**src/sv/irclt_pkg.sv**
```systemverilog
package irclt_pkg;

   localparam int ParamIndexBits = 8;

   localparam logic [7:0] CharColon = 8'h3a;
   localparam logic [7:0] CharSpace = 8'h20;
   localparam logic [7:0] CharLowA  = 8'h61;
   localparam logic [7:0] CharLowZ  = 8'h7a;
   localparam logic [7:0] CaseDelta = 8'h20;

   localparam logic [2:0] KIND_NONE   = 3'd0;
   localparam logic [2:0] KIND_PREFIX = 3'd1;
   localparam logic [2:0] KIND_CMD    = 3'd2;
   localparam logic [2:0] KIND_MIDDLE = 3'd3;
   localparam logic [2:0] KIND_TRAIL  = 3'd4;

   typedef struct packed {
      logic [7:0] data_byte;
      logic       has_byte;
      logic       end_of_line;
   } item_type;

   typedef struct packed {
      logic [7:0] out_byte;
      logic       byte_valid;
      logic [2:0] field_kind;
      logic [7:0] param_index;
      logic       new_field;
      logic       message_end;
      logic       malformed;
      logic       too_many_params;
   } result_type;

   function automatic logic [7:0] upcase(input logic [7:0] b);
      logic [7:0] r;
      r = b;
      if (b >= CharLowA && b <= CharLowZ) begin
         r = b - CaseDelta;
      end
      return r;
   endfunction

endpackage

```
**src/sv/irclt_parse.sv**
```systemverilog
module irclt_parse (
   input  logic                  clock,
   input  logic                  reset,
   input  logic                  fire,
   input  irclt_pkg::item_type   item,
   output irclt_pkg::result_type result
);

   localparam logic [2:0] M_LINE_START = 3'd0;
   localparam logic [2:0] M_PREFIX     = 3'd1;
   localparam logic [2:0] M_CMD_START  = 3'd2;
   localparam logic [2:0] M_CMD        = 3'd3;
   localparam logic [2:0] M_GAP        = 3'd4;
   localparam logic [2:0] M_MIDDLE     = 3'd5;
   localparam logic [2:0] M_TRAILING   = 3'd6;

   localparam logic [irclt_pkg::ParamIndexBits-1:0] CountMax = '1;

   logic [2:0]                           mode_ff, mode_in;
   logic [irclt_pkg::ParamIndexBits-1:0] count_ff, count_in;
   logic                                 sat_ff, sat_in;

   logic [2:0]                           mode_b;
   logic [irclt_pkg::ParamIndexBits-1:0] count_b;
   logic                                 sat_b;
   logic [7:0]                           b;
   logic [7:0]                           idx8;

   assign b    = item.data_byte;
   assign idx8 = 8'(count_ff);

   always_comb begin
      mode_b  = mode_ff;
      count_b = count_ff;
      sat_b   = sat_ff;
      result  = '0;
      if (item.has_byte) begin
         result.out_byte = b;
         case (mode_ff)
            M_LINE_START, M_CMD_START: begin
               if (mode_ff == M_LINE_START && b == irclt_pkg::CharColon) begin
                  mode_b            = M_PREFIX;
                  result.field_kind = irclt_pkg::KIND_PREFIX;
                  result.new_field  = 1'b1;
               end else begin
                  result.field_kind = irclt_pkg::KIND_CMD;
                  result.new_field  = 1'b1;
                  if (b == irclt_pkg::CharSpace) begin
                     mode_b = M_GAP;
                  end else begin
                     mode_b            = M_CMD;
                     result.byte_valid = 1'b1;
                     result.out_byte   = irclt_pkg::upcase(b);
                  end
               end
            end
            M_PREFIX: begin
               if (b == irclt_pkg::CharSpace) begin
                  mode_b = M_CMD_START;
               end else begin
                  result.field_kind = irclt_pkg::KIND_PREFIX;
                  result.byte_valid = 1'b1;
               end
            end
            M_CMD: begin
               if (b == irclt_pkg::CharSpace) begin
                  mode_b = M_GAP;
               end else begin
                  result.field_kind = irclt_pkg::KIND_CMD;
                  result.byte_valid = 1'b1;
                  result.out_byte   = irclt_pkg::upcase(b);
               end
            end
            M_GAP: begin
               if (b == irclt_pkg::CharColon) begin
                  mode_b             = M_TRAILING;
                  result.field_kind  = irclt_pkg::KIND_TRAIL;
                  result.new_field   = 1'b1;
                  result.param_index = idx8;
               end else if (b != irclt_pkg::CharSpace) begin
                  mode_b             = M_MIDDLE;
                  result.field_kind  = irclt_pkg::KIND_MIDDLE;
                  result.new_field   = 1'b1;
                  result.byte_valid  = 1'b1;
                  result.param_index = idx8;
               end
            end
            M_MIDDLE: begin
               if (b == irclt_pkg::CharSpace) begin
                  mode_b = M_GAP;
                  if (count_ff == CountMax) begin
                     sat_b = 1'b1;
                  end else begin
                     count_b = count_ff + 1'b1;
                  end
               end else begin
                  result.field_kind  = irclt_pkg::KIND_MIDDLE;
                  result.byte_valid  = 1'b1;
                  result.param_index = idx8;
               end
            end
            default: begin
               result.field_kind  = irclt_pkg::KIND_TRAIL;
               result.byte_valid  = 1'b1;
               result.param_index = idx8;
            end
         endcase
      end

      result.too_many_params = sat_b;
      result.message_end     = item.end_of_line;

      mode_in  = mode_b;
      count_in = count_b;
      sat_in   = sat_b;
      if (item.end_of_line) begin
         if (mode_b == M_PREFIX) begin
            result.malformed = 1'b1;
         end else if (mode_b == M_CMD_START) begin
            result.field_kind = irclt_pkg::KIND_CMD;
            result.new_field  = 1'b1;
            result.byte_valid = 1'b0;
         end
         mode_in  = M_LINE_START;
         count_in = '0;
         sat_in   = 1'b0;
      end
   end

   always_ff @(posedge clock) begin
      if (reset) begin
         mode_ff  <= M_LINE_START;
         count_ff <= '0;
         sat_ff   <= 1'b0;
      end else if (fire) begin
         mode_ff  <= mode_in;
         count_ff <= count_in;
         sat_ff   <= sat_in;
      end
   end

endmodule

```
**src/sv/irc_line_tokenizer.sv**
```systemverilog
// irc line tokenizer: tags each byte of an irc protocol line with its field
// req channel: one word per line byte; req_tdata is the byte, req_tuser
//   says whether the word carries a byte, req_tlast marks the word that
//   ends the line (after its byte, or alone with req_tuser low)
// rsp channel: exactly one word per req word, in order; rsp_tuser is the
//   field kind, rsp_tlast marks the end of the line, rsp_tdata carries the
//   (command upper-cased) byte, flags and parameter index
// path: each req word is held in an input register, parsed, and then held in
//   the result register, which drives the rsp channel
// throughput: one word per cycle while rsp_tready stays high; the parse state
//   updates as each word moves from the input register to the result register
// a stalled rsp_tready holds the result register; the input register keeps
//   one more word, then req_tready drops until the result is taken
// reset clears both register valids and returns the parser to line start
module irc_line_tokenizer (
   input  logic        clock,
   input  logic        reset,
   input  logic        req_tvalid,
   output logic        req_tready,
   input  logic [7:0]  req_tdata,   // data_byte[7:0]
   input  logic        req_tuser,   // has_byte[0]
   input  logic        req_tlast,
   output logic        rsp_tvalid,
   input  logic        rsp_tready,
   output logic [23:0] rsp_tdata,   // out_byte[7:0], byte_valid[8], param_index[16:9],
                                    // new_field[17], malformed[18], too_many_params[19],
                                    // zero[23:20]
   output logic [2:0]  rsp_tuser,   // field_kind[2:0]
   output logic        rsp_tlast
);

   irclt_pkg::item_type   item_ff, item_in;
   logic                  item_valid_ff, item_valid_in;
   irclt_pkg::result_type res_ff, res_in, res_comb;
   logic                  res_valid_ff, res_valid_in;
   logic                  out_free;
   logic                  advance;
   logic                  req_fire;

   assign out_free   = !res_valid_ff || rsp_tready;
   assign advance    = item_valid_ff && out_free;
   assign req_tready = !item_valid_ff || advance;
   assign req_fire   = req_tvalid && req_tready;

   irclt_parse u_parse (
      .clock  (clock),
      .reset  (reset),
      .fire   (advance),
      .item   (item_ff),
      .result (res_comb)
   );

   always_comb begin
      item_in       = item_ff;
      item_valid_in = item_valid_ff && !advance;
      if (req_fire) begin
         item_in.data_byte   = req_tdata;
         item_in.has_byte    = req_tuser;
         item_in.end_of_line = req_tlast;
         item_valid_in       = 1'b1;
      end
      res_in       = res_ff;
      res_valid_in = res_valid_ff && !rsp_tready;
      if (advance) begin
         res_in       = res_comb;
         res_valid_in = 1'b1;
      end
   end

   always_ff @(posedge clock) begin
      if (reset) begin
         item_valid_ff <= 1'b0;
         res_valid_ff  <= 1'b0;
      end else begin
         item_valid_ff <= item_valid_in;
         res_valid_ff  <= res_valid_in;
      end
   end

   always_ff @(posedge clock) begin
      item_ff <= item_in;
      res_ff  <= res_in;
   end

   assign rsp_tvalid = res_valid_ff;
   assign rsp_tdata  = {4'b0, res_ff.too_many_params, res_ff.malformed, res_ff.new_field,
                        res_ff.param_index, res_ff.byte_valid, res_ff.out_byte};
   assign rsp_tuser  = res_ff.field_kind;
   assign rsp_tlast  = res_ff.message_end;

endmodule

```
**config.mk**
```make
export PLATFORM = sky130hd
export DESIGN_NAME = irc_line_tokenizer
export DESIGN_NICKNAME = d
export VERILOG_FILES = /design/src/sv/irclt_pkg.sv /design/src/sv/irclt_parse.sv /design/src/sv/irc_line_tokenizer.sv
export SDC_FILE = /design/constraint.sdc
export NUM_CORES = 1
export LEC_CHECK = 0
export ABC_AREA = 1
export BUFFER_PORTS_ARGS = -buffer_cell sky130_fd_sc_hd__buf_2
export CORE_MARGIN = 2
export CORE_UTILIZATION = 55
export CTS_CLUSTER_DIAMETER = 100
export DETAILED_ROUTE_END_ITERATION = 7
export HOLD_SLACK_MARGIN = 0.1
export PLACE_DENSITY = 0.79
export SLEW_MARGIN = 20
export SYNTH_ARGS = -nofsm -noshare
export SYNTH_HDL_FRONTEND = slang
export SYNTH_HIERARCHICAL = 1
export SYNTH_SLANG_ARGS = --single-unit
```
**constraint.sdc**
```tcl
create_clock -name clock -period 4.1 [get_ports clock]
set_input_delay 0.41 -clock clock [delete_from_list [all_inputs] [get_ports clock]]
set_output_delay 0.41 -clock clock [all_outputs]
set_load 0.01 [all_outputs]
```
==> metrics.md, run 1 <==
| Metric | Value |
|---|---|
| Finish-stage setup viols | 0 |
| WHS | 287 ps |
| Sequential power share | 55.9% |
| Vias | 1928 |
| Synth Area in Simple Gates | 24.9% |
| Setup TNS | 0 ps |
| Die Y-Extent | 69.9 µm |
| Logic gate share of total power | 7.6% |
| Initial antenna violation count | 0 |
| Worst-margin pin slew | 757 ps |
| Crit. End Element | register |
| Switching Share | 21.3% |
| CP Launch Type | register |
| Compound-cell area share of the yosys netlist | 7.70% |
| Fmax | 557 MHz |
| Die width | 69.9 µm |
| Synth warnings | 6 |
| Seq/Total Area, Yosys | 54.5% |
| CTS tree | yes |
| Xor/xnor share of the synthesized area | 1.83% |
| Post-CTS Hold Fix Bufs | 0 |
| CTS clk-pin slew, worst paths | 80 ps |
| Top FF cell, synth | edfxtp_1 |
| Yosys top cell by area | edfxtp_1 |
| Commonest non-fill, non-tap cell in the layout | nand2_1 |
| Starting Density | 58.4% |
| Drt first pass iters | 5 |
| FF+latch count, synth | 48 |
| Global Route Usage Sum | 19.0% |
| Io pins | 44 |
| Max stage delay on crit path | 400 ps |
| Internal Power | 0.780 mW |
| PortBufs | 39 |
| Main combinational cell family by area after synthesis | simple AND/OR/NAND/NOR gates |
| Nets@finish | 325 |
| Fraction of final layout cells sized beyond drive strength 1 | 20.7% |
| Die area | 4880 µm² |
| Maxcap violations | 0 |
| Clk_skew | 5.73 ps |
| Slew HR | 49.6% |
| Most frequent cells in the layout | nand2_1 (51), buf_2 (39), inv_1 (38) |
| Routed WL per cell | 12.7 µm |
| Distinct cells, synth | 36 |
| EDFF count, synth | 34 |
| Worst hold path class | input port to register |
| H-tree levels | 2 |
| Gp weighted congestion | 0.936 |
| Worst-path cell chain | inv_1 -> ha_1 -> nand2_2 -> nor2_4 -> nor2_1 -> nand2_1 -> nand3_1 -> nand2_1 -> nand2_1 -> o21ai_1 |
| Clock share of power | 36.5% |
| DR vias/cell | 5.37 |
| Max-slew violations | 0 |
| WS Path Type | register to register |
| Post-synthesis instance total | 269 |
| DRC viols | 0 |
| Syn Std Cell Area | 2390 µm² |
| Largest net degree at the start of global routing | 29 |
| Pwr/cell area | 363 nW/µm² |
| Num CTS Buffers | 5 |
| Row count | 23 |
| Tmin final | 1800 ps |
| Antenna cells | 0 |
| Clk sink count | 48 |
| WP data required | 4250 ps |
| Synth area leaders | edfxtp_1 (43%), dfxtp_1 (12%), nand2_1 (8.0%) |
| CP Data Arrival Time | 1950 ps |
| Post-DP HPWL | 3370 µm |
| Syn_area_per_cell | 8.87 µm² |
| Mux contribution to synthesized area | 0% |
| Core Box Area | 4090 µm² |
| Postcts setup bufs | 0 |
| Max VDD drop | 0.219 mV |
| Latest clock arrival within the worst-skew pair | 290 ps |
| Cell class contributing the biggest share of worst-path delay | simple AND/OR/NAND/NOR gates |
| Crit-path max FO | 6 |
| CP max stage cell | edfxtp_1 |
| DRT iter0 DRCs | 181 |
| Area Growth Syn to Fin | 14.3% |
| WP buf/inv | 1 |
| First-pass GRT wire length | 7410 µm |
| RSZ-0062 raised after global routing | false |
| Crit path top cell by count | nand2_1 |
| Post-CTS resize count | 0 |
| Leakage | 1.25 nW |
| Tcrit/Tclk final | 43.8% |
| Max clock buf depth | 2 |
| Final hold vios | 0 |
| Outcome | finished clean |
| Number of global-route vias before repair | 1602 |
| NetSw | 0.211 mW |
| Routed WL | 4560 µm |
| DRT antenna net count | 0 |
| Post-Synth Adder-Cell Area | 1.57% |
| CTS root buf | clkbuf_8 |
| Grt ovf | 0 |
| Ys async rst share | 0% |
| Area share of the leading cell type in the synthesized netlist | 42.8% |
[metal layers]
metal	up-vias	global-route usage (%)	routed length, µm
li1	956	-	-
met2	93	27.8	2030
met4	0	6.41	70
met5	-	0	0
met3	7	3.75	365
met1	872	28.2	2100
[power by group through the flow]
stage	registers [mW]	clock network [mW]	logic (mW)
2_1_floorplan	0.564	0	0.0515
3_3_place_gp	0.564	0	0.0732
3_5_place_dp	0.565	0	0.0754
4_1_cts	0.554	0.370	0.0757
5_1_grt	0.556	0.388	0.0853
6_report	0.554	0.362	0.0754
[final timing paths]
| check | from | to | slack, ps | cells after the start |
|---|---|---|---|---|
| worst min register to register | u_parse/sat_ff | u_parse/sat_ff | 490 | 2 |
| worst min-delay path | req_tdata[7] | item_ff[9] | 290 | 1 |
| worst max register to register | item_ff[8] | rsp_tdata[17] | 2300 | 10 |
| worst max-delay path | item_ff[8] | rsp_tdata[17] | 2300 | 10 |
[state kept, by name (all words and copies together), names as in the netlist]
signal and flops:
rsp_tdata 20, item_ff 10, u_parse/count_ff 8, item_valid_ff 1, u_parse/mode_ff 3, rsp_tvalid 1, rsp_tuser 3, u_parse/sat_ff 1
rsp_tlast 1
[Yosys cell counts, drive strengths merged (3+ instances only)]
| cell type | n |
|---|---|
| dfxtp | 14 |
| clkbuf | 3 |
| xor2 | 4 |
| nor3 | 3 |
| buf | 8 |
| nand3 | 33 |
| a21oi | 17 |
| ha | 3 |
| nand2 | 53 |
| o21ai | 7 |
| nand4 | 5 |
| nor2 | 32 |
| inv | 42 |
| edfxtp | 34 |
[final cells by class]
class / count / area (µm²)
flip-flops and latches: 48 / 1300
clock buffers: 7 / 96.3
repair buffers: 40 / 203
well taps: 50 / 62.6
clock inverters: 1 / 30.0
multi-input cells: 171 / 878
inverters: 42 / 158
fillers: 326 / 1360
[metrics by stage]
stage               instances  area (µm²)  utilization (%)  setup slack, ps  power, mW
floorplan                 272        2400                -             1170      0.615
global placement          351        2600             63.7             2340      0.637
detailed placement        351        2600             63.7             2300      0.640
CTS                       359        2730             66.8             2320      0.999
global route              359        2730             66.8             2120       1.03
finish                    359        2730             66.8             2300      0.991
[kinds of logic after synthesis]
kind of cell               after synthesis
buffers and inverters                   53
adders and majority gates                3
DFF                                     48
other                                    1
xor gates and xnor gates                 5
and+or+nand+nor                        128
AOI/OAI and AO/OA                       31
Power figures use the tool's default switching activity.
==> run 2, diff against run 1 <==
==> constraint.sdc (replaced) <==
create_clock -name clock -period 1.8 [get_ports clock]
set_input_delay 0.18 -clock clock [delete_from_list [all_inputs] [get_ports clock]]
set_output_delay 0.18 -clock clock [all_outputs]
set_load 0.01 [all_outputs]
==> metrics.md, run 2 (synthesis gave the netlist of run 1 again) <==
| Metric | Value |
|---|---|
| Area Growth Syn to Fin | 25.8% |
| Routed WL | 5220 µm (+14%) |
| Nets@finish | 349 (+7.4%) |
| Crit. End Element | register |
| Max-slew violations | 0 (unchanged) |
| Pwr/cell area | 703 nW/µm² (+94%) |
| Max stage delay on crit path | 440 ps (+40 ps) |
| Tcrit/Tclk final | 98.8% (+55 points) |
| Post-DP HPWL | 3210 µm (-4.7%) |
| Clk_skew | 10.3 ps (+4.62 ps) |
| Gp weighted congestion | 0.936 (about the same) |
| H-tree levels | 2 (unchanged) |
| Worst-path cell chain | inv_1 -> nand2_1 -> nor2_1 -> nand3_4 -> nand2_1 -> inv_1 -> nand3_2 -> nand2_1 -> nand2_1 -> o21ai_1 |
| DRT iter0 DRCs | 260 (+44%) |
| Internal Power | 1.59 mW (+100%) |
| Core Box Area | 4090 µm² (unchanged) |
| Clock share of power | 29.5% (-7.0 points) |
| Latest clock arrival within the worst-skew pair | 300 ps (about the same) |
| Die area | 4880 µm² (unchanged) |
| Crit-path max FO | 6 (unchanged) |
| Fraction of final layout cells sized beyond drive strength 1 | 29.1% (+8.4 points) |
| DRT antenna net count | 0 (unchanged) |
| Io pins | 44 (unchanged) |
| DR vias/cell | 5.36 (-0.19%) |
| CTS root buf | clkbuf_8 |
| Max reg flops | 20 (unchanged) |
| WHS | 142 ps (-146 ps) |
| Filler cell count | 279 (-14%) |
| Num CTS Buffers | 5 (unchanged) |
| WP data required | 1850 ps (-2400 ps) |
| Initial antenna violation count | 0 (unchanged) |
| Commonest non-fill, non-tap cell in the layout | nand2_1 |
| CP Launch Type | register |
| DRC viols | 0 (unchanged) |
| Starting Density | 58.4% (unchanged) |
| Sequential power share | 59.3% (+3.4 points) |
| Clk sink count | 48 (unchanged) |
| Max clock buf depth | 2 (unchanged) |
| Layout Utilization | 73.5% (+6.7 points) |
| WS Path Type | register to register |
| Largest net degree at the start of global routing | 25 (-14%) |
| Row count | 23 (unchanged) |
| Finish-stage setup viols | 0 (unchanged) |
| Antenna cells | 0 (unchanged) |
| Fmax | 563 MHz (+1.1%) |
| Setup TNS | 0 ps (unchanged) |
| Logic gate share of total power | 11.2% (+3.6 points) |
| First-pass GRT wire length | 7640 µm (+3.1%) |
| RSZ-0062 raised after global routing | true |
| Switching Share | 24.8% (+3.5 points) |
| Crit path top cell by count | nand2_1 |
| Vias | 2053 (+6.5%) |
| Outcome | finished clean |
| NetSw | 0.524 mW (+150%) |
| Number of global-route vias before repair | 1784 (+11%) |
| PortBufs | 39 (unchanged) |
| Tmin final | 1780 ps (-18.8 ps) |
| CTS clk-pin slew, worst paths | 80 ps (about the same) |
| Maxcap violations | 0 (unchanged) |
| CP max stage cell | edfxtp_1 |
| Final instance area | 3000 µm² (+10%) |
| R2R setup slack | 20 ps (-2280 ps) |
| Worst hold path class | input port to register |
| Max VDD drop | 0.608 mV (+180%) |
| Drt first pass iters | 5 (unchanged) |
| Placed Instances | 355 (+1.1%) |
| Routed WL per cell | 13.6 µm (+7.1%) |
| Die width | 69.9 µm (unchanged) |
| Most frequent cells in the layout | nand2_1 (48), buf_2 (39), inv_1 (36) |
| Post-Place Cell Area | 2640 µm² (+1.4%) |
| Die Y-Extent | 69.9 µm (unchanged) |
| Grt ovf | 0 (unchanged) |
| Final non-filler cell total | 383 (+6.7%) |
| Final hold vios | 0 (unchanged) |
| Leakage | 1.33 nW (+6.7%) |
| CP Data Arrival Time | 1830 ps (-120 ps) |
| CTS tree | yes |
| Global Route Usage Sum | 19.5% (+0.49 points) |
==> run 2: path summary, 6_finish.rpt <==
| check | start | cells after the start | end |
|---|---|---|---|
| min | req_tvalid | 3 | item_valid_ff |
| min reg2reg | item_ff[0] | 0 | rsp_tlast |
| max | item_ff[4] | 10 | rsp_tuser[1] |
| max reg2reg | item_ff[4] | 10 | rsp_tuser[1] |
==> run 2: cell type report <==
| type | count | area (µm²) | area share (%) |
|---|---|---|---|
| timing repair buffer | 63 | 400 | 13.3 |
| inverter | 42 | 158 | 5.25 |
| sequential | 48 | 1300 | 43.3 |
| clock inverter | 3 | 18.8 | 0.625 |
| clock buffer | 5 | 68.8 | 2.29 |
| multi-input combinational | 172 | 993 | 33.1 |
| tap | 50 | 62.6 | 2.08 |
==> run 2: repair_timing <==
| item | CTS | global route |
|---|---|---|
| setup endpoints to repair | 1 | 18 |
| hold endpoints to repair | 10 | 0 |
| pin swaps | 0 | 11 |
| gates resized for setup | 1 | 23 |
| hold buffers | 10 | 0 |
| setup buffers | 0 | 9 |
| gates cloned | 0 | 1 |
==> run 2: metrics by stage <==
stage	power [mW]	setup slack, ps
2_1_floorplan	1.40	64.7
3_3_place_gp	1.46	66.4
3_5_place_dp	1.46	-5.55
4_1_cts	2.09	36.4
5_1_grt	2.19	-110
6_report	2.11	22.5
==> run 2: power groups by stage <==
stage	combinational, mW	clock (mW)	sequential (mW)
2_1_floorplan	0.119	0	1.28
3_5_place_dp	0.187	0	1.28
4_1_cts	0.204	0.633	1.25
5_1_grt	0.260	0.674	1.26
6_report	0.237	0.623	1.25
3_3_place_gp	0.183	0	1.27
==> run 2: routing by layer <==
| layer | vias up | GRT usage, % | share of wire, % |
|---|---|---|---|
| met4 | 0 | 7.69 | 1.5 |
| met5 | - | 0 | 0 |
| met2 | 106 | 30.9 | 49 |
| met3 | 7 | 4.47 | 7.6 |
| met1 | 928 | 25.9 | 42 |
| li1 | 1012 | - | - |
==> run 2: worst max-delay path, delay by kind of cell (launching register included) <==
family                 cells  cell delay (ps)
AOI/OAI and AO/OA          1               60
buffers and inverters      2              150
DFF                        1              440
and+or+nand+nor            7              900
==> run 3, diff against run 2 <==
--- a/config.mk
+++ b/config.mk
@@ -8,11 +8,10 @@
 export ABC_AREA = 1
 export BUFFER_PORTS_ARGS = -buffer_cell sky130_fd_sc_hd__buf_2
 export CORE_MARGIN = 2
-export CORE_UTILIZATION = 55
+export CORE_UTILIZATION = 41
 export CTS_CLUSTER_DIAMETER = 100
 export DETAILED_ROUTE_END_ITERATION = 7
 export HOLD_SLACK_MARGIN = 0.1
-export PLACE_DENSITY = 0.79
 export SLEW_MARGIN = 20
 export SYNTH_ARGS = -nofsm -noshare
 export SYNTH_HDL_FRONTEND = slang
==> metrics.md, run 3 (synthesis gave the netlist of run 1 again) <==
| Metric | Value |
|---|---|
| NetSw | 0.529 mW (+1.1%) |
| Core Box Area | 5570 µm² (+36%) |
| Tmin final | 1720 ps (-61.7 ps) |
| Post-DP HPWL | 3340 µm (+4.1%) |
| R2R setup slack | 80 ps (+60 ps) |
| Clock share of power | 34.4% (+4.9 points) |
| Antenna cells | 0 (unchanged) |
| Sequential power share | 55.3% (-4.0 points) |
| Die width | 80.3 µm (+15%) |
| Hold Startpoint | req_tvalid |
| Filler cell count | 529 (+90%) |
| Initial antenna violation count | 0 (unchanged) |
| Number of global-route vias before repair | 1727 (-3.2%) |
| Clk_skew | 9.48 ps (-0.871 ps) |
| Final hold vios | 0 (unchanged) |
| Grt ovf | 0 (unchanged) |
| Commonest non-fill, non-tap cell in the layout | nand2_1 |
| CTS root buf | clkbuf_8 |
| Max-slew violations | 0 (unchanged) |
| Nets@finish | 350 (+0.29%) |
| Max clock buf depth | 2 (unchanged) |
| Hold depth | 3 (unchanged) |
| Internal Power | 1.73 mW (+9.1%) |
| Switching Share | 23.4% (-1.4 points) |
| Drt first pass iters | 4 (-1) |
| FF+latch area | 1300 µm² (unchanged) |
| PortBufs | 39 (unchanged) |
| Global Route Usage Sum | 16.1% (-3.4 points) |
| Routed WL | 4910 µm (-5.8%) |
| Routed WL per cell | 12.1 µm (-11%) |
| Crit. End Element | register |
| Pwr/cell area | 750 nW/µm² (+6.6%) |
| WS Path Type | register to register |
| DRT antenna net count | 0 (unchanged) |
| H-tree levels | 2 (unchanged) |
| Die Y-Extent | 80.3 µm (+15%) |
| Outcome | finished clean |
| Worst R2R End | u_parse/count_ff[4] |
| R2R Path Start | item_ff[8] |
| Die area | 6450 µm² (+32%) |
| Leakage | 1.35 nW (+1.7%) |
| Row count | 27 (+17%) |
| CP Launch Type | register |
| DRC viols | 0 (unchanged) |
| Max VDD drop | 0.419 mV (-31%) |
| Setup TNS | 0 ps (unchanged) |
| Io pins | 44 (unchanged) |
| Total power | 2.26 mW (+7.1%) |
| Largest net degree at the start of global routing | 23 (-8.0%) |
| Num CTS Buffers | 5 (unchanged) |
| Most frequent cells in the layout | nand2_1 (47), buf_2 (39), inv_1 (36) |
| Starting Density | 42.8% (-16 points) |
| Logic gate share of total power | 10.3% (-0.9 points) |
| Area Growth Syn to Fin | 26.3% |
| DR vias/cell | 4.85 (-9.4%) |
| Finish-stage setup viols | 0 (unchanged) |
| WP data required | 1990 ps (+140 ps) |
| Fmax | 583 MHz (+3.6%) |
| Crit-path max FO | 6 (unchanged) |
| CTS tree | yes |
| Multi-input combinational cell area | 947 µm² (-4.7%) |
| Vias | 1971 (-4.0%) |
| Tcrit/Tclk final | 95.3% (-3.4 points) |
| Max reg flops | 20 (unchanged) |
| Maxcap violations | 0 (unchanged) |
| Fraction of final layout cells sized beyond drive strength 1 | 28.1% (-0.99 points) |
| CTS clk-pin slew, worst paths | 90 ps (about the same) |
| Worst r2r path cells | 9 (-1) |
| CP Data Arrival Time | 1910 ps (+80 ps) |
| DRT iter0 DRCs | 131 (-50%) |
| Hold EP | item_valid_ff |
| Worst hold path class | input port to register |
| Latest clock arrival within the worst-skew pair | 310 ps (about the same) |
| Clk sink count | 48 (unchanged) |
| Gp weighted congestion | 0.934 (-0.22%) |
| First-pass GRT wire length | 7940 µm (+4.0%) |
==> run 3: critical path, cell delays in order (launching register included) <==
cell      delay (ps)
edfxtp_1         420
inv_2             90
ha_2             170
nand2_2           70
nor2_4           210
and3_4           250
buf_4            110
nand3_2          100
nand3_1          100
a21oi_1           80
==> run 3: final cells by class <==
| type | count | area share (%) |
|---|---|---|
| inverters | 42 | 5.23 |
| multi-input cells | 172 | 31.4 |
| flip-flops and latches | 48 | 43.2 |
| well taps | 72 | 2.99 |
| repair buffers | 64 | 13.5 |
| clock inverters | 3 | 1.41 |
| clock buffers | 5 | 2.28 |
==> run 3: power groups by stage <==
stage	clock network [mW]	logic [mW]	registers, mW
after CTS	0.804	0.209	1.25
after global placement	0	0.191	1.28
final	0.779	0.232	1.25
after detailed placement	0	0.192	1.28
after global routing	0.855	0.261	1.26
after floorplan	0	0.119	1.28
==> run 3: how the worst max path moves through the flow <==
stage / start / end / slack (ps) / depth (start not counted)
final: item_ff[8] / u_parse/count_ff[4] / 80 / 9
after global routing: item_ff[2] / rsp_tuser[1] / -40 / 10
after CTS: item_ff[8] / rsp_tuser[1] / 8 / 9
after detailed placement: item_ff[8] / rsp_tuser[1] / 20 / 9
after global placement: item_ff[8] / rsp_tuser[1] / 70 / 9
after floorplan: rsp_tvalid / u_parse/count_ff[0] / 60 / 5
==> run 3: metal layers <==
layer / global-route usage [%] / up-vias / wire (µm)
met5: 0 / - / 0
li1: - / 1008 / -
met1: 22.8 / 883 / 2390
met2: 23.3 / 72 / 2140
met4: 7.80 / 0 / 123
met3: 3.60 / 8 / 255
==> run 3: per-stage QoR <==
stage / utilization (%) / hold WS, ps / std cells / cell area [µm²] / setup slack (ps)
after global placement: 48.0 / 357 / 378 / 2680 / 72.1
after global routing: 54.1 / 149 / 406 / 3020 / -35.9
final: 54.1 / 137 / 406 / 3020 / 84.1
after detailed placement: 48.0 / 358 / 378 / 2680 / 18.9
after CTS: 51.8 / 125 / 396 / 2890 / 8.46
after floorplan: - / 242 / 272 / 2410 / 64.7
==> run 3: what timing repair did <==
item	4_1_cts	5_1_grt
endpoints found under the hold margin	10	0
setup endpoints to repair	0	21
resized for setup	0	16
buffers inserted	0	9
hold buffers	10	0
